--- src/hdl/fcr_pkg.sv ---
// ============================================================================
// fcr_pkg - framed command receiver package
// Widths, sync/end markers, parse phases, result record and CRC-16 byte step.
// ============================================================================
package fcr_pkg;

    localparam int BYTE_W = 8;
    localparam int WORD_W = 16;

    localparam logic [BYTE_W-1:0] SYNC1_BYTE = 8'hAA;
    localparam logic [BYTE_W-1:0] SYNC2_BYTE = 8'hBB;
    localparam logic [BYTE_W-1:0] END_BYTE   = 8'hED;

    localparam logic [WORD_W-1:0] CRC_INIT  = 16'hFFFF;
    localparam logic [WORD_W-1:0] CRC_POLY  = 16'hA001;
    localparam logic [WORD_W-1:0] MAX_LEN_RESET = 16'd256;

    localparam logic KIND_PAYLOAD = 1'b0;
    localparam logic KIND_FRAME   = 1'b1;

    typedef enum logic [3:0] {
        PH_SYNC1   = 4'd0,
        PH_SYNC2   = 4'd1,
        PH_CMD     = 4'd2,
        PH_LENH    = 4'd3,
        PH_LENL    = 4'd4,
        PH_PAYLOAD = 4'd5,
        PH_CRCH    = 4'd6,
        PH_CRCL    = 4'd7,
        PH_END     = 4'd8
    } phase_t;

    typedef struct packed {
        logic              result_kind;
        logic [BYTE_W-1:0] data_byte;
        logic [WORD_W-1:0] payload_index;
        logic [BYTE_W-1:0] frame_command;
        logic [WORD_W-1:0] frame_length;
        logic              crc_match;
        logic [WORD_W-1:0] computed_crc;
        logic [WORD_W-1:0] received_crc;
    } result_t;

    // one byte of CRC-16/Modbus, reflected, bit at a time
    function automatic logic [WORD_W-1:0] crc16_byte(input logic [WORD_W-1:0] crc_in,
                                                     input logic [BYTE_W-1:0] b);
        logic [WORD_W-1:0] c;
        c = crc_in ^ {{(WORD_W-BYTE_W){1'b0}}, b};
        for (int i = 0; i < BYTE_W; i++)
        begin
            if (c[0])
                c = (c >> 1) ^ CRC_POLY;
            else
                c = c >> 1;
        end
        return c;
    endfunction

endpackage

--- src/hdl/fcr_if.sv ---
// ============================================================================
// fcr_if - item channels
// Received byte channel and result channel, valid/ready handshake.
// ============================================================================
interface fcr_rx_if import fcr_pkg::*; ();
    logic              valid;
    logic              ready;
    logic [BYTE_W-1:0] rx_byte;

    modport source (output valid, output rx_byte, input ready);
    modport sink   (input valid, input rx_byte, output ready);
endinterface

interface fcr_res_if import fcr_pkg::*; ();
    logic              valid;
    logic              ready;
    logic              result_kind;
    logic [BYTE_W-1:0] data_byte;
    logic [WORD_W-1:0] payload_index;
    logic [BYTE_W-1:0] frame_command;
    logic [WORD_W-1:0] frame_length;
    logic              crc_match;
    logic [WORD_W-1:0] computed_crc;
    logic [WORD_W-1:0] received_crc;

    modport source (output valid, output result_kind, output data_byte,
                    output payload_index, output frame_command, output frame_length,
                    output crc_match, output computed_crc, output received_crc,
                    input ready);
    modport sink   (input valid, input result_kind, input data_byte,
                    input payload_index, input frame_command, input frame_length,
                    input crc_match, input computed_crc, input received_crc,
                    output ready);
endinterface

--- src/hdl/fcr_parser.sv ---
// ============================================================================
// fcr_parser - frame parse state and running CRC
// Holds the parse state; works out next state and the result of one byte.
// ============================================================================
module fcr_parser import fcr_pkg::*;
(
    input  logic              clk,
    input  logic              rst_n,
    input  logic              fire,
    input  logic [BYTE_W-1:0] byte_in,
    input  logic [WORD_W-1:0] max_len,
    output logic              has_res,
    output result_t           res
);

    phase_t            phase_reg,  phase_next;
    logic [WORD_W-1:0] length_reg, length_next;
    logic [WORD_W-1:0] seen_reg,   seen_next;
    logic [WORD_W-1:0] crc_reg,    crc_next;
    logic [BYTE_W-1:0] crc_hi_reg, crc_hi_next;
    logic [BYTE_W-1:0] crc_lo_reg, crc_lo_next;
    logic [BYTE_W-1:0] cmd_reg,    cmd_next;

    logic [WORD_W-1:0] crc_step;
    logic [WORD_W-1:0] len_full;
    logic [WORD_W-1:0] seen_inc;
    logic [WORD_W-1:0] rcv_crc;

    assign crc_step = crc16_byte(crc_reg, byte_in);
    assign len_full = {length_reg[WORD_W-1:BYTE_W], byte_in};
    assign seen_inc = seen_reg + 1'b1;
    assign rcv_crc  = {crc_hi_reg, crc_lo_reg};

    always_comb
    begin
        phase_next  = phase_reg;
        length_next = length_reg;
        seen_next   = seen_reg;
        crc_next    = crc_reg;
        crc_hi_next = crc_hi_reg;
        crc_lo_next = crc_lo_reg;
        cmd_next    = cmd_reg;
        has_res     = 1'b0;
        res         = '0;

        unique case (phase_reg)
            PH_SYNC2:
            begin
                if (byte_in == SYNC2_BYTE)
                begin
                    crc_next   = crc_step;
                    phase_next = PH_CMD;
                end
                else
                begin
                    phase_next = PH_SYNC1;
                end
            end
            PH_CMD:
            begin
                cmd_next   = byte_in;
                crc_next   = crc_step;
                phase_next = PH_LENH;
            end
            PH_LENH:
            begin
                length_next = {byte_in, {BYTE_W{1'b0}}};
                crc_next    = crc_step;
                phase_next  = PH_LENL;
            end
            PH_LENL:
            begin
                length_next = len_full;
                crc_next    = crc_step;
                if (len_full > max_len)
                begin
                    phase_next = PH_SYNC1;
                end
                else
                begin
                    seen_next  = '0;
                    phase_next = (len_full != '0) ? PH_PAYLOAD : PH_CRCH;
                end
            end
            PH_PAYLOAD:
            begin
                crc_next          = crc_step;
                has_res           = 1'b1;
                res.result_kind   = KIND_PAYLOAD;
                res.data_byte     = byte_in;
                res.payload_index = seen_reg;
                seen_next         = seen_inc;
                if (seen_inc >= length_reg)
                    phase_next = PH_CRCH;
            end
            PH_CRCH:
            begin
                crc_hi_next = byte_in;
                phase_next  = PH_CRCL;
            end
            PH_CRCL:
            begin
                crc_lo_next = byte_in;
                phase_next  = PH_END;
            end
            PH_END:
            begin
                phase_next = PH_SYNC1;
                if (byte_in == END_BYTE)
                begin
                    has_res           = 1'b1;
                    res.result_kind   = KIND_FRAME;
                    res.frame_command = cmd_reg;
                    res.frame_length  = length_reg;
                    res.crc_match     = (crc_reg == rcv_crc);
                    res.computed_crc  = crc_reg;
                    res.received_crc  = rcv_crc;
                end
            end
            default:
            begin
                phase_next = PH_SYNC1;
                if (byte_in == SYNC1_BYTE)
                begin
                    crc_next   = crc16_byte(CRC_INIT, byte_in);
                    phase_next = PH_SYNC2;
                end
            end
        endcase
    end

    always_ff @(posedge clk or negedge rst_n)
    begin
        if (!rst_n)
        begin
            phase_reg  <= PH_SYNC1;
            length_reg <= '0;
            seen_reg   <= '0;
            crc_reg    <= CRC_INIT;
            crc_hi_reg <= '0;
            crc_lo_reg <= '0;
            cmd_reg    <= '0;
        end
        else if (fire)
        begin
            phase_reg  <= phase_next;
            length_reg <= length_next;
            seen_reg   <= seen_next;
            crc_reg    <= crc_next;
            crc_hi_reg <= crc_hi_next;
            crc_lo_reg <= crc_lo_next;
            cmd_reg    <= cmd_next;
        end
    end

endmodule

--- src/hdl/fcr_out_stage.sv ---
// ============================================================================
// fcr_out_stage - result register
// Holds one result item until the consumer takes it.
// ============================================================================
module fcr_out_stage import fcr_pkg::*;
(
    input  logic      clk,
    input  logic      rst_n,
    input  logic      load,
    input  result_t   res_in,
    output logic      free,
    fcr_res_if.source res
);

    logic    valid_reg;
    result_t data_reg;

    assign free = !valid_reg || res.ready;

    always_ff @(posedge clk or negedge rst_n)
    begin
        if (!rst_n)
            valid_reg <= 1'b0;
        else if (free)
            valid_reg <= load;
    end

    always_ff @(posedge clk)
    begin
        if (free && load)
            data_reg <= res_in;
    end

    assign res.valid         = valid_reg;
    assign res.result_kind   = data_reg.result_kind;
    assign res.data_byte     = data_reg.data_byte;
    assign res.payload_index = data_reg.payload_index;
    assign res.frame_command = data_reg.frame_command;
    assign res.frame_length  = data_reg.frame_length;
    assign res.crc_match     = data_reg.crc_match;
    assign res.computed_crc  = data_reg.computed_crc;
    assign res.received_crc  = data_reg.received_crc;

endmodule

--- src/hdl/framed_command_receiver_crc16_unit.sv ---
// Path: an accepted byte is held in the input register, its result item in the result register.
// Throughput: one byte per cycle; the input register, the byte-wide CRC step
// and the result register set the figure; a stall on the result side holds
// only bytes that give a result.
// Reset: asynchronous, active low; parser hunts for the first sync byte,
// maximum payload length returns to 256, no item is held.
// ============================================================================
// framed_command_receiver_crc16_unit - framed command receiver
// Parses sync/command/length/payload/CRC/end frames and checks CRC-16/Modbus.
// ============================================================================
module framed_command_receiver_crc16_unit import fcr_pkg::*;
(
    input  logic              clk,
    input  logic              rst_n,
    input  logic              cfg_wr_en,
    input  logic [WORD_W-1:0] cfg_wr_data,
    fcr_rx_if.sink            rx,
    fcr_res_if.source         res
);

    logic [WORD_W-1:0] max_len_reg;
    logic              in_valid_reg;
    logic [BYTE_W-1:0] in_byte_reg;
    logic              advance;
    logic              has_res;
    logic              out_free;
    result_t           res_comb;

    always_ff @(posedge clk or negedge rst_n)
    begin
        if (!rst_n)
            max_len_reg <= MAX_LEN_RESET;
        else if (cfg_wr_en)
            max_len_reg <= cfg_wr_data;
    end

    assign advance  = in_valid_reg && (!has_res || out_free);
    assign rx.ready = !in_valid_reg || advance;

    always_ff @(posedge clk or negedge rst_n)
    begin
        if (!rst_n)
            in_valid_reg <= 1'b0;
        else if (rx.ready)
            in_valid_reg <= rx.valid;
    end

    always_ff @(posedge clk)
    begin
        if (rx.ready && rx.valid)
            in_byte_reg <= rx.rx_byte;
    end

    fcr_parser u_parser (
        .clk     (clk),
        .rst_n   (rst_n),
        .fire    (advance),
        .byte_in (in_byte_reg),
        .max_len (max_len_reg),
        .has_res (has_res),
        .res     (res_comb)
    );

    fcr_out_stage u_out (
        .clk    (clk),
        .rst_n  (rst_n),
        .load   (advance && has_res),
        .res_in (res_comb),
        .free   (out_free),
        .res    (res)
    );

endmodule

--- src/flat_wrapper.sv ---
// flat-port wrapper written by rule: the top's interface ports become plain ports
module framed_command_receiver_crc16_unit_flat import fcr_pkg::*;
  (clk, rst_n, cfg_wr_en, cfg_wr_data, rx_valid, rx_rx_byte, rx_ready, res_valid, res_result_kind, res_data_byte, res_payload_index, res_frame_command, res_frame_length, res_crc_match, res_computed_crc, res_received_crc, res_ready);
  fcr_rx_if rx_i ();
  fcr_res_if res_i ();
  input  logic clk;
  input  logic rst_n;
  input  logic cfg_wr_en;
  input  logic [WORD_W-1:0] cfg_wr_data;
  input wire logic [$bits(rx_i.valid)-1:0] rx_valid;
  input wire logic [$bits(rx_i.rx_byte)-1:0] rx_rx_byte;
  output wire logic [$bits(rx_i.ready)-1:0] rx_ready;
  output wire logic [$bits(res_i.valid)-1:0] res_valid;
  output wire logic [$bits(res_i.result_kind)-1:0] res_result_kind;
  output wire logic [$bits(res_i.data_byte)-1:0] res_data_byte;
  output wire logic [$bits(res_i.payload_index)-1:0] res_payload_index;
  output wire logic [$bits(res_i.frame_command)-1:0] res_frame_command;
  output wire logic [$bits(res_i.frame_length)-1:0] res_frame_length;
  output wire logic [$bits(res_i.crc_match)-1:0] res_crc_match;
  output wire logic [$bits(res_i.computed_crc)-1:0] res_computed_crc;
  output wire logic [$bits(res_i.received_crc)-1:0] res_received_crc;
  input wire logic [$bits(res_i.ready)-1:0] res_ready;
  assign rx_i.valid = rx_valid;
  assign rx_i.rx_byte = rx_rx_byte;
  assign rx_ready = rx_i.ready;
  assign res_valid = res_i.valid;
  assign res_result_kind = res_i.result_kind;
  assign res_data_byte = res_i.data_byte;
  assign res_payload_index = res_i.payload_index;
  assign res_frame_command = res_i.frame_command;
  assign res_frame_length = res_i.frame_length;
  assign res_crc_match = res_i.crc_match;
  assign res_computed_crc = res_i.computed_crc;
  assign res_received_crc = res_i.received_crc;
  assign res_i.ready = res_ready;
  framed_command_receiver_crc16_unit u_core (.clk(clk), .rst_n(rst_n), .cfg_wr_en(cfg_wr_en), .cfg_wr_data(cfg_wr_data), .rx(rx_i), .res(res_i));
endmodule
--- config.mk ---
export PLATFORM = sky130hd
export DESIGN_NAME = framed_command_receiver_crc16_unit_flat
export DESIGN_NICKNAME = d
export VERILOG_FILES = /design/src/hdl/fcr_pkg.sv /design/src/hdl/fcr_if.sv /design/src/hdl/fcr_parser.sv /design/src/hdl/fcr_out_stage.sv /design/src/hdl/framed_command_receiver_crc16_unit.sv /design/src/flat_wrapper.sv
export SDC_FILE = /design/constraint.sdc
export NUM_CORES = 1
export LEC_CHECK = 0
export BUFFER_PORTS_ARGS = -buffer_cell sky130_fd_sc_hd__buf_2
export CELL_PAD_IN_SITES_DETAIL_PLACEMENT = 1
export CELL_PAD_IN_SITES_GLOBAL_PLACEMENT = 2
export CORE_ASPECT_RATIO = 0.75
export CORE_MARGIN = 2
export CORE_UTILIZATION = 43
export CTS_BUF_LIST = sky130_fd_sc_hd__clkbuf_4 sky130_fd_sc_hd__clkbuf_8
export CTS_CLUSTER_DIAMETER = 150
export DETAILED_ROUTE_END_ITERATION = 7
export MAX_ROUTING_LAYER = met4
export PLACE_DENSITY = 0.95
export SYNTH_ARGS = -nofsm -noshare
export SYNTH_HDL_FRONTEND = slang
export SYNTH_SLANG_ARGS = --single-unit
--- constraint.sdc ---
create_clock -name clk -period 17 [get_ports clk]
set_input_delay 3.4 -clock clk [delete_from_list [all_inputs] [get_ports clk]]
set_output_delay 3.4 -clock clk [all_outputs]
set_load 0.01 [all_outputs]
==> impl_results.html, run 1 <==
<table>
<tr><th>Metric</th><th>Value</th></tr>
<tr><th colspan="2">Detailed routing</th></tr>
<tr><td>Routed wl met2</td><td>10100 µm</td></tr>
<tr><td>Uppermost routed layer</td><td>met4</td></tr>
<tr><td>Final Routed Wirelength</td><td>22500 µm</td></tr>
<tr><td>Total DRC errors in the routed layout</td><td>0</td></tr>
<tr><td>Number of iterations in the first detailed-routing pass</td><td>4</td></tr>
<tr><td>Number of DRC markers after the initial detailed-route iteration</td><td>430</td></tr>
<tr><td>Detail-routed via count per cell</td><td>5.20</td></tr>
<tr><td>Met1 wire length</td><td>11200 µm</td></tr>
<tr><td>Avg WL per Cell</td><td>18.7 µm</td></tr>
<tr><td>Total via count after detailed routing</td><td>6251</td></tr>
<tr><td>Detailed-routed wire length on met3</td><td>946 µm</td></tr>
<tr><td>Post-route ant nets</td><td>0</td></tr>
<tr><th colspan="2">Clock network</th></tr>
<tr><td>Clock Path Buffers</td><td>2</td></tr>
<tr><td>Clock tree from TritonCTS</td><td>yes</td></tr>
<tr><td>Cell at the root of the clock tree</td><td>clkbuf_8</td></tr>
<tr><td>Level count of the clock H-tree</td><td>4</td></tr>
<tr><td>Clock insertion delay at the later pin of the skew report</td><td>0.49 ns</td></tr>
<tr><td>Hold Buf Count CTS</td><td>0</td></tr>
<tr><td>Clock transition at path regs</td><td>0.11 ns</td></tr>
<tr><td>Num CTS Buffers</td><td>17</td></tr>
<tr><td>CTS sink count</td><td>184</td></tr>
<tr><td>Count of buffers added by post-CTS timing repair for setup</td><td>0</td></tr>
<tr><td>Count of instances resized after the clock tree is built</td><td>0</td></tr>
<tr><th colspan="2">Timing</th></tr>
<tr><td>Share of the cycle needed by the critical path after routing</td><td>46.4%</td></tr>
<tr><td>Peak Freq</td><td>127 MHz</td></tr>
<tr><td>Final setup slack of the worst path</td><td>9.12 ns</td></tr>
<tr><td>Relative max-transition margin</td><td>21.6%</td></tr>
<tr><td>Sum Neg Setup Slack</td><td>0 ns</td></tr>
<tr><td>Least-Margin Pin Slew</td><td>1.17 ns</td></tr>
<tr><td>Pins over their slew limit</td><td>0</td></tr>
<tr><td>Unrepaired setup endpoints after global routing</td><td>false</td></tr>
<tr><td>Period minus WS final</td><td>7.88 ns</td></tr>
<tr><td>Hold violation total from the final report</td><td>0</td></tr>
<tr><td>Final worst hold slack</td><td>0.482 ns</td></tr>
<tr><td>Total setup violations reported at the end of the flow</td><td>0</td></tr>
<tr><td>Maximum clock skew at final layout</td><td>0.0209 ns</td></tr>
<tr><th colspan="2">Critical path</th></tr>
<tr><td>Worst setup slack for register-to-register paths</td><td>13.29 ns</td></tr>
<tr><td>Setup crit start</td><td>res_ready</td></tr>
<tr><td>End point of the critical path</td><td>rx_ready</td></tr>
<tr><td>Endpoint of the most critical register-to-register path</td><td>u_core.u_out.res.computed_crc[7]</td></tr>
<tr><td>Critical Path Fanout Max</td><td>3</td></tr>
<tr><td>Startpoint-to-endpoint class of the critical path</td><td>in -&gt; out</td></tr>
<tr><td>Crit path required time</td><td>13.60 ns</td></tr>
<tr><td>Source of the worst register-to-register timing path</td><td>u_core.in_byte_reg[4]</td></tr>
<tr><td>Category of the worst setup path capture point</td><td>primary output</td></tr>
<tr><td>Setup crit start kind</td><td>input pin</td></tr>
<tr><td>Arrival time at the worst endpoint</td><td>4.48 ns</td></tr>
<tr><td>Cell count of the worst reg-to-reg path</td><td>9</td></tr>
<tr><th colspan="2">Die</th></tr>
<tr><td>Initial core utilization</td><td>44.1%</td></tr>
<tr><td>Vertical die dimension</td><td>129 µm</td></tr>
<tr><td>I/O pins</td><td>113</td></tr>
<tr><td>Rows</td><td>45</td></tr>
<tr><td>Core region area</td><td>20300 µm²</td></tr>
<tr><td>Width of the die</td><td>171 µm</td></tr>
<tr><td>Die area</td><td>22000 µm²</td></tr>
<tr><th colspan="2">Synth</th></tr>
<tr><td>Number of nets produced by synthesis</td><td>883</td></tr>
<tr><td>Area fraction of the dominant cell type after synthesis</td><td>30.2%</td></tr>
<tr><td>Mapped Area</td><td>8960 µm²</td></tr>
<tr><td>Fraction of registers with async set or reset after synthesis</td><td>51.1%</td></tr>
<tr><td>Number of different library cells in the post-synthesis netlist</td><td>53</td></tr>
<tr><td>Commonest cells in the synthesized netlist</td><td>nand2_1 (108), edfxtp_1 (90), dfrtp_1 (77)</td></tr>
<tr><td>Seq/Total Area, Yosys</td><td>56.6%</td></tr>
<tr><td>Synth warn</td><td>0</td></tr>
<tr><td>Cell type with the highest aggregate area in the netlist</td><td>edfxtp_1</td></tr>
<tr><td>Main synth FF type</td><td>edfxtp_1</td></tr>
<tr><td>Post-synth EDFFs</td><td>90</td></tr>
<tr><td>Synthesized instance count</td><td>808</td></tr>
<tr><td>Top area cells in the synthesized netlist</td><td>edfxtp_1 (30%), dfrtp_1 (22%), ha_1 (6.4%)</td></tr>
<tr><td>Most frequent cell after synthesis</td><td>nand2_1</td></tr>
<tr><td>Yosys reg bits</td><td>184</td></tr>
<tr><td>Average cell area after synthesis</td><td>11.1 µm²</td></tr>
<tr><th colspan="2">Placed design</th></tr>
<tr><td>I/O Buffers</td><td>112</td></tr>
<tr><td>Dpl cell area</td><td>9740 µm²</td></tr>
<tr><td>Worst slack at placement</td><td>9.15 ns</td></tr>
<tr><td>Routability cong.</td><td>0.832</td></tr>
<tr><td>Detailed placer's ending HPWL</td><td>16300 µm</td></tr>
<tr><th colspan="2">Finish</th></tr>
<tr><td>Post-layout instance area</td><td>10200 µm²</td></tr>
<tr><td>Area grow syn2layout</td><td>13.5%</td></tr>
<tr><td>Antenna cell count</td><td>0</td></tr>
<tr><td>Net total in the final layout</td><td>981</td></tr>
<tr><td>Share of the core filled with cells in the final layout</td><td>50.0%</td></tr>
<tr><td>Fraction of final layout cells sized beyond drive strength 1</td><td>21.1%</td></tr>
<tr><td>Count of fill cells added during filler insertion</td><td>2219</td></tr>
<tr><th colspan="2">Global routing</th></tr>
<tr><td>Antenna violations before repair</td><td>0</td></tr>
<tr><td>Pin count of the biggest net entering global routing</td><td>78</td></tr>
<tr><td>Congestion Overflow GR</td><td>0</td></tr>
<tr><td>Via count of the first global-routing pass</td><td>6304</td></tr>
<tr><td>Wire length of the first global-routing pass</td><td>35800 µm</td></tr>
<tr><td>GR Util All Layers</td><td>22.3%</td></tr>
<tr><th colspan="2">Power and ir drop</th></tr>
<tr><td>Worst ir drop on vdd</td><td>0.0362 mV</td></tr>
<tr><td>Leakage power figure</td><td>4.68 nW</td></tr>
<tr><td>Power Dens Cells</td><td>84.4 nW/µm²</td></tr>
<tr><th colspan="2">Status</th></tr>
<tr><td>Run status</td><td>finished clean</td></tr>
<tr><th colspan="2">Flow run</th></tr>
<tr><td>Max-capacitance violation count</td><td>0</td></tr>
<tr><th colspan="2">Worst hold path</th></tr>
<tr><td>Hold WC Path Type</td><td>reg -&gt; reg</td></tr>
</table>
[report_power, final]
group	switching [mW]	internal [mW]
registers	0.0101	0.474
clock network	0.193	0.115
logic	0.0374	0.0295
total	0.240	0.618
[metrics by stage]
step / total power [mW] / std cells
3_5_place_dp: 0.559 / 1169
2_1_floorplan: 0.535 / 808
3_3_place_gp: 0.556 / 1169
5_1_grt: 0.893 / 1201
6_report: 0.859 / 1201
4_1_cts: 0.865 / 1201
[cell families (layout without fill, tap and decap cells)]
kind of cell               Yosys count  after routing  synth area share (%)
and+or+nand+nor                    276            276                  15.5
DFF                                184            184                  56.6
AOI/OAI and AO/OA                  153            153                  10.5
buffers and inverters               81            192                  3.84
xor gates and xnor gates            63             63                  6.41
adders and majority gates           46             46                  6.42
muxes                                5              5                 0.628
[worst max-delay path, stage by stage]
cell and delay (ns):
buf_2 0.12, nor2b_1 0.23, o21ai_4 0.11, nor2_1 0.40, inv_1 0.07, buf_2 0.15
[metal layers]
layer	GRT usage (%)	up-vias
li1	-	2971
met1	32.1	3109
met2	32.9	153
met3	4.12	18
met4	5.28	0
met5	-	-
[how the worst min path moves through the flow]
stage                                           from                          to  slack [ns]  cells past startpoint
after floorplan           u_core.u_parser.cmd_reg[0]  u_core.u_parser.cmd_reg[0]        0.44                      2
final                     u_core.u_parser.cmd_reg[4]  u_core.u_parser.cmd_reg[4]        0.48                      2
after CTS                 u_core.u_parser.cmd_reg[4]  u_core.u_parser.cmd_reg[4]        0.48                      2
after detailed placement  u_core.u_parser.cmd_reg[4]  u_core.u_parser.cmd_reg[4]        0.46                      2
after global routing      u_core.u_parser.cmd_reg[4]  u_core.u_parser.cmd_reg[4]        0.51                      2
after global placement    u_core.u_parser.cmd_reg[2]  u_core.u_parser.cmd_reg[2]        0.45                      2
[area by class of cell]
| type | instances | area, µm² | share of cell area [%] |
|---|---|---|---|
| sequential | 184 | 5080 | 49.9 |
| timing repair buffer | 115 | 586 | 5.76 |
| inverter | 45 | 169 | 1.66 |
| tap | 282 | 353 | 3.47 |
| clock buffer | 17 | 234 | 2.30 |
| clock inverter | 15 | 200 | 1.97 |
| multi-input combinational | 543 | 3550 | 34.9 |
[cell usage in the layout, fill, tap and decap left out, types with 8 or more instances in the layout]
cell / count
nor2_1: 33
dfrtp_1: 77
and2_1: 74
ha_1: 46
edfxtp_1: 90
buf_2: 111
xor2_1: 18
dfstp_2: 17
nand2_1: 108
o21ai_0: 60
o21ai_1: 26
xnor2_1: 43
nand4_1: 10
nor2b_1: 8
a21oi_1: 17
o21ai_2: 16
inv_1: 45
clkbuf_8: 17
and3_1: 8
Note: power is estimated with default switching activity, not from simulation.
==> inputs of run 2 (changes only) <==
Settings changed: CORE_UTILIZATION 43 to 40, PLACE_DENSITY 0.95 to 0.94.
Clock period 17 ns to 7.4 ns, I/O delays scaled along.
==> run 2 against run 1 <==
Against the previous run:
- clock skew shrank 0.0058 ns
- sequential share of layout area rose by 0.12 points
- first-iteration DRC count is 11% lower
- design area shrank 0.23%
==> impl_results.html, run 2 (synthesis gave the netlist of run 1 again) <==
<table>
<tr><th>Metric</th><th>Value</th></tr>
<tr><th colspan="2">Finish</th></tr>
<tr><td>Area grow syn2layout</td><td>13.2%</td></tr>
<tr><td>Fraction of final layout cells sized beyond drive strength 1</td><td>21.0% (-0.11 points)</td></tr>
<tr><td>Antenna cell count</td><td>0 (unchanged)</td></tr>
<tr><td>Fin cells</td><td>1213 (+1.0%)</td></tr>
<tr><td>Count of fill cells added during filler insertion</td><td>2456 (+11%)</td></tr>
<tr><td>Commonest cells after routing, fill and taps aside</td><td>buf_2 (111), nand2_1 (108), edfxtp_1 (90)</td></tr>
<tr><td>Net total in the final layout</td><td>981 (unchanged)</td></tr>
<tr><td>Most common cell after layout, fill and taps aside</td><td>buf_2</td></tr>
<tr><th colspan="2">Detailed routing</th></tr>
<tr><td>Total via count after detailed routing</td><td>6131 (-1.9%)</td></tr>
<tr><td>Final Routed Wirelength</td><td>21900 µm (-2.7%)</td></tr>
<tr><td>Number of iterations in the first detailed-routing pass</td><td>5 (+1)</td></tr>
<tr><td>Avg WL per Cell</td><td>18.0 µm (-3.7%)</td></tr>
<tr><td>Total DRC errors in the routed layout</td><td>0 (unchanged)</td></tr>
<tr><td>Number of DRC markers after the initial detailed-route iteration</td><td>382 (-11%)</td></tr>
<tr><td>Post-route ant nets</td><td>0 (unchanged)</td></tr>
<tr><td>Detail-routed via count per cell</td><td>5.05 (-2.9%)</td></tr>
<tr><th colspan="2">Global routing</th></tr>
<tr><td>Via count of the first global-routing pass</td><td>6228 (-1.2%)</td></tr>
<tr><td>Pin count of the biggest net entering global routing</td><td>78 (unchanged)</td></tr>
<tr><td>Congestion Overflow GR</td><td>0 (unchanged)</td></tr>
<tr><td>Wire length of the first global-routing pass</td><td>34700 µm (-3.1%)</td></tr>
<tr><td>Antenna violations before repair</td><td>0 (unchanged)</td></tr>
<tr><td>GR Util All Layers</td><td>19.8% (-2.5 points)</td></tr>
<tr><th colspan="2">Clock network</th></tr>
<tr><td>CTS sink count</td><td>184 (unchanged)</td></tr>
<tr><td>Cell at the root of the clock tree</td><td>clkbuf_8</td></tr>
<tr><td>Clock transition at path regs</td><td>0.11 ns (about the same)</td></tr>
<tr><td>Level count of the clock H-tree</td><td>4 (unchanged)</td></tr>
<tr><td>Hold Buf Count CTS</td><td>0 (unchanged)</td></tr>
<tr><td>Clock insertion delay at the later pin of the skew report</td><td>0.48 ns (about the same)</td></tr>
<tr><td>Num CTS Buffers</td><td>17 (unchanged)</td></tr>
<tr><td>Count of buffers added by post-CTS timing repair for setup</td><td>0 (unchanged)</td></tr>
<tr><td>Clock Path Buffers</td><td>2 (unchanged)</td></tr>
<tr><td>Count of instances resized after the clock tree is built</td><td>0 (unchanged)</td></tr>
<tr><td>Clock tree from TritonCTS</td><td>yes</td></tr>
<tr><th colspan="2">Placed design</th></tr>
<tr><td>Routability cong.</td><td>0.823 (-1.0%)</td></tr>
<tr><td>Placed cell count</td><td>1181 (+1.0%)</td></tr>
<tr><td>Worst slack at placement</td><td>3.37 ns (-5.78 ns)</td></tr>
<tr><td>Detailed placer's ending HPWL</td><td>16100 µm (-1.6%)</td></tr>
<tr><td>I/O Buffers</td><td>112 (unchanged)</td></tr>
<tr><th colspan="2">Power and ir drop</th></tr>
<tr><td>Worst ir drop on vdd</td><td>0.121 mV (+230%)</td></tr>
<tr><td>Leakage power figure</td><td>4.67 nW (-0.28%)</td></tr>
<tr><td>Power Dens Cells</td><td>190 nW/µm² (+130%)</td></tr>
<tr><td>Total power of the final layout</td><td>1.93 mW (+120%)</td></tr>
<tr><th colspan="2">Timing</th></tr>
<tr><td>Unrepaired setup endpoints after global routing</td><td>false</td></tr>
<tr><td>Sum Neg Setup Slack</td><td>0 ns (unchanged)</td></tr>
<tr><td>Relative max-transition margin</td><td>24.2% (+2.5 points)</td></tr>
<tr><td>Peak Freq</td><td>226 MHz</td></tr>
<tr><td>Hold violation total from the final report</td><td>0 (unchanged)</td></tr>
<tr><td>Pins over their slew limit</td><td>0 (unchanged)</td></tr>
<tr><td>Final setup slack of the worst path</td><td>2.97 ns (-6.15 ns)</td></tr>
<tr><td>Share of the cycle needed by the critical path after routing</td><td>59.9%</td></tr>
<tr><td>Period minus WS final</td><td>4.43 ns</td></tr>
<tr><td>Least-Margin Pin Slew</td><td>1.13 ns (-0.0377 ns)</td></tr>
<tr><td>Total setup violations reported at the end of the flow</td><td>0 (unchanged)</td></tr>
<tr><td>Maximum clock skew at final layout</td><td>0.0150 ns (-0.00585 ns)</td></tr>
<tr><th colspan="2">Critical path</th></tr>
<tr><td>Setup crit start kind</td><td>flip-flop</td></tr>
<tr><td>Arrival time at the worst endpoint</td><td>2.95 ns (-1.53 ns)</td></tr>
<tr><td>Startpoint-to-endpoint class of the critical path</td><td>reg -&gt; out</td></tr>
<tr><td>Crit path required time</td><td>5.92 ns (-7.68 ns)</td></tr>
<tr><td>Critical Path Fanout Max</td><td>21 (+18)</td></tr>
<tr><td>Category of the worst setup path capture point</td><td>primary output</td></tr>
<tr><th colspan="2">Die</th></tr>
<tr><td>Core region area</td><td>22100 µm² (+8.5%)</td></tr>
<tr><td>Initial core utilization</td><td>40.6% (-3.5 points)</td></tr>
<tr><td>Rows</td><td>47 (+4.4%)</td></tr>
<tr><td>Width of the die</td><td>177 µm (+3.6%)</td></tr>
<tr><td>I/O pins</td><td>113 (unchanged)</td></tr>
<tr><td>Die area</td><td>23600 µm² (+7.3%)</td></tr>
<tr><td>Vertical die dimension</td><td>134 µm (+3.6%)</td></tr>
<tr><th colspan="2">Flow run</th></tr>
<tr><td>Max-capacitance violation count</td><td>0 (unchanged)</td></tr>
<tr><th colspan="2">Status</th></tr>
<tr><td>Run status</td><td>finished clean</td></tr>
<tr><th colspan="2">Worst hold path</th></tr>
<tr><td>Hold WC Path Type</td><td>reg -&gt; reg</td></tr>
</table>
run 2: changes by cell type in the layout (fill, tap and decap cells not counted), sizes merged:
cell    change
inv         +2
clkinv      -2
run 2: routing by layer:
layer | share of wire, % | GRT usage [%]
met5 | 0 | -
met4 | 0.81 | 4.45
met2 | 43 | 28.2
met3 | 4.8 | 3.77
met1 | 51 | 29.4
run 2: path summary, 6_finish.rpt:
kind,start,end,slack (ns),cells after the start
max in group asynchronous,rst_n,u_core.u_parser.cmd_reg[6],5.26,2
worst max register to register,u_core.in_byte_reg[4],u_core.u_out.res.computed_crc[7],3.70,8
worst min-delay path,u_core.u_parser.cmd_reg[4],u_core.u_parser.cmd_reg[4],0.48,2
min in group asynchronous,rst_n,u_core.max_len_reg[6],0.85,1
worst min register to register,u_core.u_parser.cmd_reg[4],u_core.u_parser.cmd_reg[4],0.48,2
worst max-delay path,u_core.u_parser.phase_reg[2],rx_ready,2.97,6
run 2: worst max-delay path, stage by stage (launching register included):
cell and delay (ns):
dfrtp_1 0.59, nand2b_1 0.25, nor3_2 0.90, o21ai_4 0.13
nor2_1 0.37, inv_1 0.08, buf_2 0.15
run 2: stage by stage:
step                utilization (%)  area [µm²]  hold WS (ns)
finish                         46.0       10100         0.482
global route                   46.0       10100         0.507
CTS                            46.0       10100         0.481
detailed placement             44.2        9750         0.458
global placement               44.2        9750         0.453
floorplan                         -        8960         0.443
run 2: final cells by class:
| type | instances | area, µm² | area share, % |
|---|---|---|---|
| repair buffers | 115 | 586 | 5.77 |
| flip-flops and latches | 184 | 5080 | 50.0 |
| clock inverters | 15 | 161 | 1.59 |
| multi-input cells | 543 | 3550 | 35.0 |
| well taps | 294 | 368 | 3.63 |
| clock buffers | 17 | 234 | 2.31 |
| inverters | 45 | 169 | 1.66 |
run 2: report_power, final:
| part | internal [mW] | switching, mW |
|---|---|---|
| Clock | 0.254 | 0.415 |
| Combinational | 0.0675 | 0.0831 |
| Sequential | 1.09 | 0.0234 |
| Total | 1.41 | 0.522 |
